--- src/rtl/ilu_pkg.sv ---
package ilu_pkg;

  localparam int MaxRows    = 1024;
  localparam int MaxEntries = 8192;
  localparam int FracBits   = 24;
  localparam int RowW       = $clog2(MaxRows);
  localparam int EntW       = $clog2(MaxEntries);

  localparam logic [2:0] OpWrStruct = 3'd0;
  localparam logic [2:0] OpWrFactor = 3'd1;
  localparam logic [2:0] OpWrRhs    = 3'd2;
  localparam logic [2:0] OpStart    = 3'd3;
  localparam logic [2:0] OpRead     = 3'd4;

  localparam logic [1:0] ModeFwd = 2'd1;
  localparam logic [1:0] ModeBwd = 2'd2;

  localparam logic CfgSweepMode = 1'b0;
  localparam logic CfgRowCount  = 1'b1;

  typedef struct packed {
    logic [2:0]         operation;
    logic [12:0]        addr;
    logic [12:0]        index_word;
    logic signed [31:0] value;
  } in_item_t;

  typedef struct packed {
    logic signed [31:0] read_value;
    logic               status;
  } out_item_t;

  function automatic logic signed [31:0] sat32(input logic signed [63:0] v);
    if (v > 64'sd2147483647) return 32'sh7fffffff;
    if (v < -64'sd2147483648) return 32'sh80000000;
    return v[31:0];
  endfunction

endpackage

--- src/rtl/ilu_mac.sv ---
// acc - a*b (or a*b alone when sub_i is low), floor-shifted product, saturated;
// one register stage, result valid the cycle after the inputs.
module ilu_mac (
  input  logic               clk_i,
  input  logic signed [31:0] acc_i,
  input  logic signed [31:0] a_i,
  input  logic signed [31:0] b_i,
  input  logic               sub_i,
  output logic signed [31:0] res_o
);
  import ilu_pkg::*;
  logic signed [63:0] prod_q;
  logic signed [31:0] acc_q;
  logic               sub_q;
  logic signed [63:0] sh;
  logic signed [31:0] pq;

  always_ff @(posedge clk_i) begin
    prod_q <= a_i * b_i;
    acc_q  <= acc_i;
    sub_q  <= sub_i;
  end

  always_comb begin
    sh = prod_q >>> FracBits;
    pq = sat32(sh);
    if (sub_q) res_o = sat32(64'(acc_q) - 64'(pq));
    else       res_o = pq;
  end
endmodule

--- config.mk ---
export PLATFORM = sky130hd
export DESIGN_NAME = ilu_mac
export DESIGN_NICKNAME = d
export VERILOG_FILES = /design/src/rtl/ilu_pkg.sv /design/src/rtl/ilu_mac.sv
export SDC_FILE = /design/constraint.sdc
export NUM_CORES = 2
export LEC_CHECK = 0
export BUFFER_PORTS_ARGS = -buffer_cell sky130_fd_sc_hd__buf_2
export CORE_UTILIZATION = 41
export DETAILED_ROUTE_END_ITERATION = 10
export GPL_TIMING_DRIVEN = 0
export HOLD_SLACK_MARGIN = 0.1
export PLACE_DENSITY = 0.61
export SYNTH_ARGS = -nofsm -noshare
export SYNTH_HDL_FRONTEND = slang
export SYNTH_SLANG_ARGS = --single-unit
--- constraint.sdc ---
create_clock -name clk_i -period 16.87 [get_ports clk_i]
set_clock_uncertainty 0.2 [all_clocks]
set_input_delay 1.687 -clock clk_i [delete_from_list [all_inputs] [get_ports clk_i]]
set_output_delay 1.687 -clock clk_i [all_outputs]
set_load 0.05 [all_outputs]
# Yosys cells after proc, flatten, opt, wreduce, memory -nomap -nowiden
# Index checks and enable logic that the tools add are counted.
# W data, S select, Z words.
[totals]
register_bits = 97
n_memories = 0
elab_cells = 26
latch_bits = 0
ram_bits = 0
rom_bits = 0
[classes]
shifts = 0
reduce_logical = 0
multipliers = 1
magnitude_cmp = 4
addsub = 1
bitwise = 0
div = 0
eq_ne = 0
mux = 17
[op_table]
columns = ["cell", "count"]
rows = [
  ["$mux W32", 9],
  ["$mul A32 B32 Y64", 1],
  ["$gt A40 B32 Y1 const B", 1],
  ["$lt A40 B32 Y1 const B", 1],
  ["$gt A33 B32 Y1 const B", 1],
  ["$lt A33 B32 Y1 const B", 1],
  ["$sub A32 B32 Y33", 1],
  ["$mux W1", 8],
]

# Longest topological paths before layout
[depth]
depth_word = 14
mapped_depth = 29

# Worst setup path after synthesis
# OpenSTA, ideal clock, no wires.
[synth_path]
path_type = "input port to flip-flop"
start = "in b_i[3]"
end = "reg prod_q[62]"
path_buffers = 1
setup_time_ns = 0.072
arrival_ns = 8.851
path_slack_ns = 7.747
cell_stages = 26
cell_sequence = "clkbuf_1 -> and2_1 -> fa_1 -> fa_1 -> fa_1 -> fa_1 -> inv_1 -> fa_1 -> inv_1 -> fa_1 -> inv_1 -> fa_1 -> inv_1 -> fa_1 -> ha_1 -> a21o_1 -> a21oi_1 -> nor2b_1 -> o21ai_0 -> nand2b_1 -> a21oi_1 -> nor3b_1 -> o211ai_1 -> a31o_2 -> a21oi_1 -> xnor2_1"
[synth_via]
elab_chain_cells = 1
[synth_rtl]
columns = ["item", "line_no", "text"]
rows = [
  ["start, declared", "ilu_mac.sv:7", "input logic signed [31:0] b_i,"],
  ["$mul A32 B32 Y64", "ilu_mac.sv:19", "prod_q <= a_i * b_i;"],
  ["end signal, assigned", "ilu_mac.sv:19", ""],
  ["end, declared", "ilu_mac.sv:12", "logic signed [63:0] prod_q;"],
]
# Every way passes these cells.

# Final worst setup path
[layout_path]
start = "in a_i[17]"
end = "reg prod_q[57]"
[layout_via]
elab_chain_cells = 1
[layout_rtl]
columns = ["item", "line_no", "text"]
rows = [
  ["start, declared", "ilu_mac.sv:6", "input logic signed [31:0] a_i,"],
  ["$mul A32 B32 Y64", "ilu_mac.sv:19", ""],
]
# Every way passes these cells.

==> results.toml <==
[sta]
finalSetupViolCount = 0
drv_slew = 0
worst_pin_slew_ps = 1372
max-slew-margin-rel_pct = 7.599
hold_viol = 0
max_freq_mhz = 85.89
fin_crit_sh_pct = 69.01
holdWs_ps = 1235
tns_ps = 0
rsz0062_at_grt = "no"
final.min_clock_period_ps = 11640

[drt]
dr_total_vias = 29680
routed_via_density = 5.350
drtIter0Drc = 2592
dr.pass1.iters = 5
finalWirelength_um = 140700
met3_length_um = 12750
wl_per_cell_um = 25.35
highest_layer = "met5"
wl_met2_um = 64930
drcViolationCount = 0
ant_nets = 0
wl_met1_um = 53190

[cells_and_area]
nets = 5673
area_delta_synth_final_pct = 6.522
layout_common_cells = "1081 x fa_1, 979 x inv_1, 559 x nand2_1"
n_fill_cell = 9364
final_util_pct = 44.29
final_common_cell = "fa_1"
drive_above_1_share_pct = 4.526

[yosys]
synth_top_area_share_pct = 55.48
ys_seq_area_share_pct = 3.743
synth_enable_flop_cells = 0
synth_area_um2 = 39040
ys_seq_elements = 73
synthFlopType = "dfxtp_1"
synth.avg_cell_area_um2 = 9.428
synthTopCellsByArea = "fa_1 55%, inv_1 9.4%, and2_1 8.1%"
async_flop_share_pct = 0
yosysWarnings = 0
synth.net_count = 5533
synth_cells = 4141
ys_types = 61
yosys.area.top_type = "fa_1"

[cts]
cts_resized = 0
htree_levels = 3
cts_tree = "built"
hold_buffers = 0
clock-root-buffer = "clkbuf_16"
cts.path.max_buffers = 2
clock-sinks = 73
postCtsSetupBuffers = 0
cts-buffers-inserted = 9
clk_pin_slew_ps = 60

[worst_setup_path]
crit_path_end_kind = "flop"
criticalPathCategory = "in -> reg"
cp.arrival_ps = 11730
start_kind = "input pin"
cp.required_ps = 16960
critical_path.max_fanout = 10

[floorplanning]
num_rows = 112
die_area_um2 = 96460
start_util_pct = 41.58
io_pins = 130
die_w_um = 310.6
fp.dieH_um = 310.6
coreArea_um2 = 93890

[hold_path]
hold-path-cell-count = 1
worstHoldPathType = "in -> reg"

[global_route]
antenna_found_initial = 15
grt_max_degree = 22
grt_pass1_vias = 32380
overflow = 0
track_usage_pct = 30.16
grt_pass1_wl_um = 210300

[placed_design]
gp_congestion = 1.064
port_buffers = 129
dp_hpwl_um = 120500

[run]
maxCapViolations = 0

[run_status]
status = "finished clean"
## critical path: stages
cell      delay [ps]
buf_2            270
clkbuf_1         920
and2_1           270
fa_1             440
fa_1             510
fa_1             530
inv_1             50
fa_1             470
inv_1             50
fa_1             480
fa_1             530
fa_1             460
fa_1             510
ha_1             430
a21oi_1          250
o21ai_0          470
nor3_1           930
o211ai_1         650
or4b_1           420
nand4_1          240
a31oi_1          320
o21ai_1          180
a41o_1           290
a21oi_1          200
xnor2_1          130
## synth_stat cells, types with 5 or more instances
cell type,count
a21o_1,57
a21oi_1,108
a22oi_2,29
a31oi_1,8
and2_1,506
clkbuf_1,206
dfxtp_1,73
fa_1,1082
ha_1,212
inv_1,979
nand2_1,559
nand2b_1,11
nand3_1,14
nand4_1,18
nor2_1,57
nor2b_1,7
nor3_1,7
o211ai_1,5
o21a_1,11
o21ai_0,41
o21bai_1,6
xnor2_1,53
xor2_1,30
## per-stage QoR
step                      setup slack [ps]  cells  area [µm²]
after global placement                5154   5524       41260
after floorplan                       7747   4141       39040
after detailed placement              5089   5524       41260
after CTS                             5436   5540       41560
final                                 5227   5548       41590
after global routing                  5318   5542       41570
## cells by family (layout without fill, tap and decap cells)
group | count (synthesis) | in the layout | share of synthesized area [%]
fa+ha+maj | 1294 | 1294 | 62.28
simple gates | 1197 | 1197 | 15.22
buf+inv | 1192 | 1337 | 11.54
compound gates | 301 | 301 | 5.320
xor+xnor | 83 | 83 | 1.862
flops | 73 | 73 | 3.743
mux | 1 | 1 | 0.03845
other cells | 0 | 8 | 0
## cell type report
class | instances | area (µm²) | share of cell area (%)
diodes | 8 | 20.02 | 0.04814
plain buffers | 213 | 830.8 | 1.998
clock buffers | 9 | 225.2 | 0.5415
clock inverters | 7 | 78.83 | 0.1895
inverters | 979 | 3675 | 8.836
multi-input cells | 2876 | 33080 | 79.55
flip-flops and latches | 73 | 1461 | 3.514
well taps | 1254 | 1569 | 3.773
repair buffers | 129 | 645.6 | 1.552
## path summary, 6_finish.rpt
check	from	end	slack (ps)
worst min-delay path	acc_i[21]	acc_q[21]	1230
worst max-delay path	a_i[17]	prod_q[57]	5230
## flip-flops by register name, indices dropped and copies added (netlist names)
| name | count |
|---|---|
| sub_q | 1 |
| acc_q | 32 |
| prod_q | 40 |
## metal layers
layer / vias to the layer above / GRT usage (%)
met4: 8 / 16.13
met5: - / 0
met2: 1459 / 48.91
met3: 398 / 5.692
met1: 15550 / 38.23
li1: 12270 / -
Power is left out: the tool's default activity adds up to more than one toggle a clock period on the data nets, which glitch-free logic cannot reach.
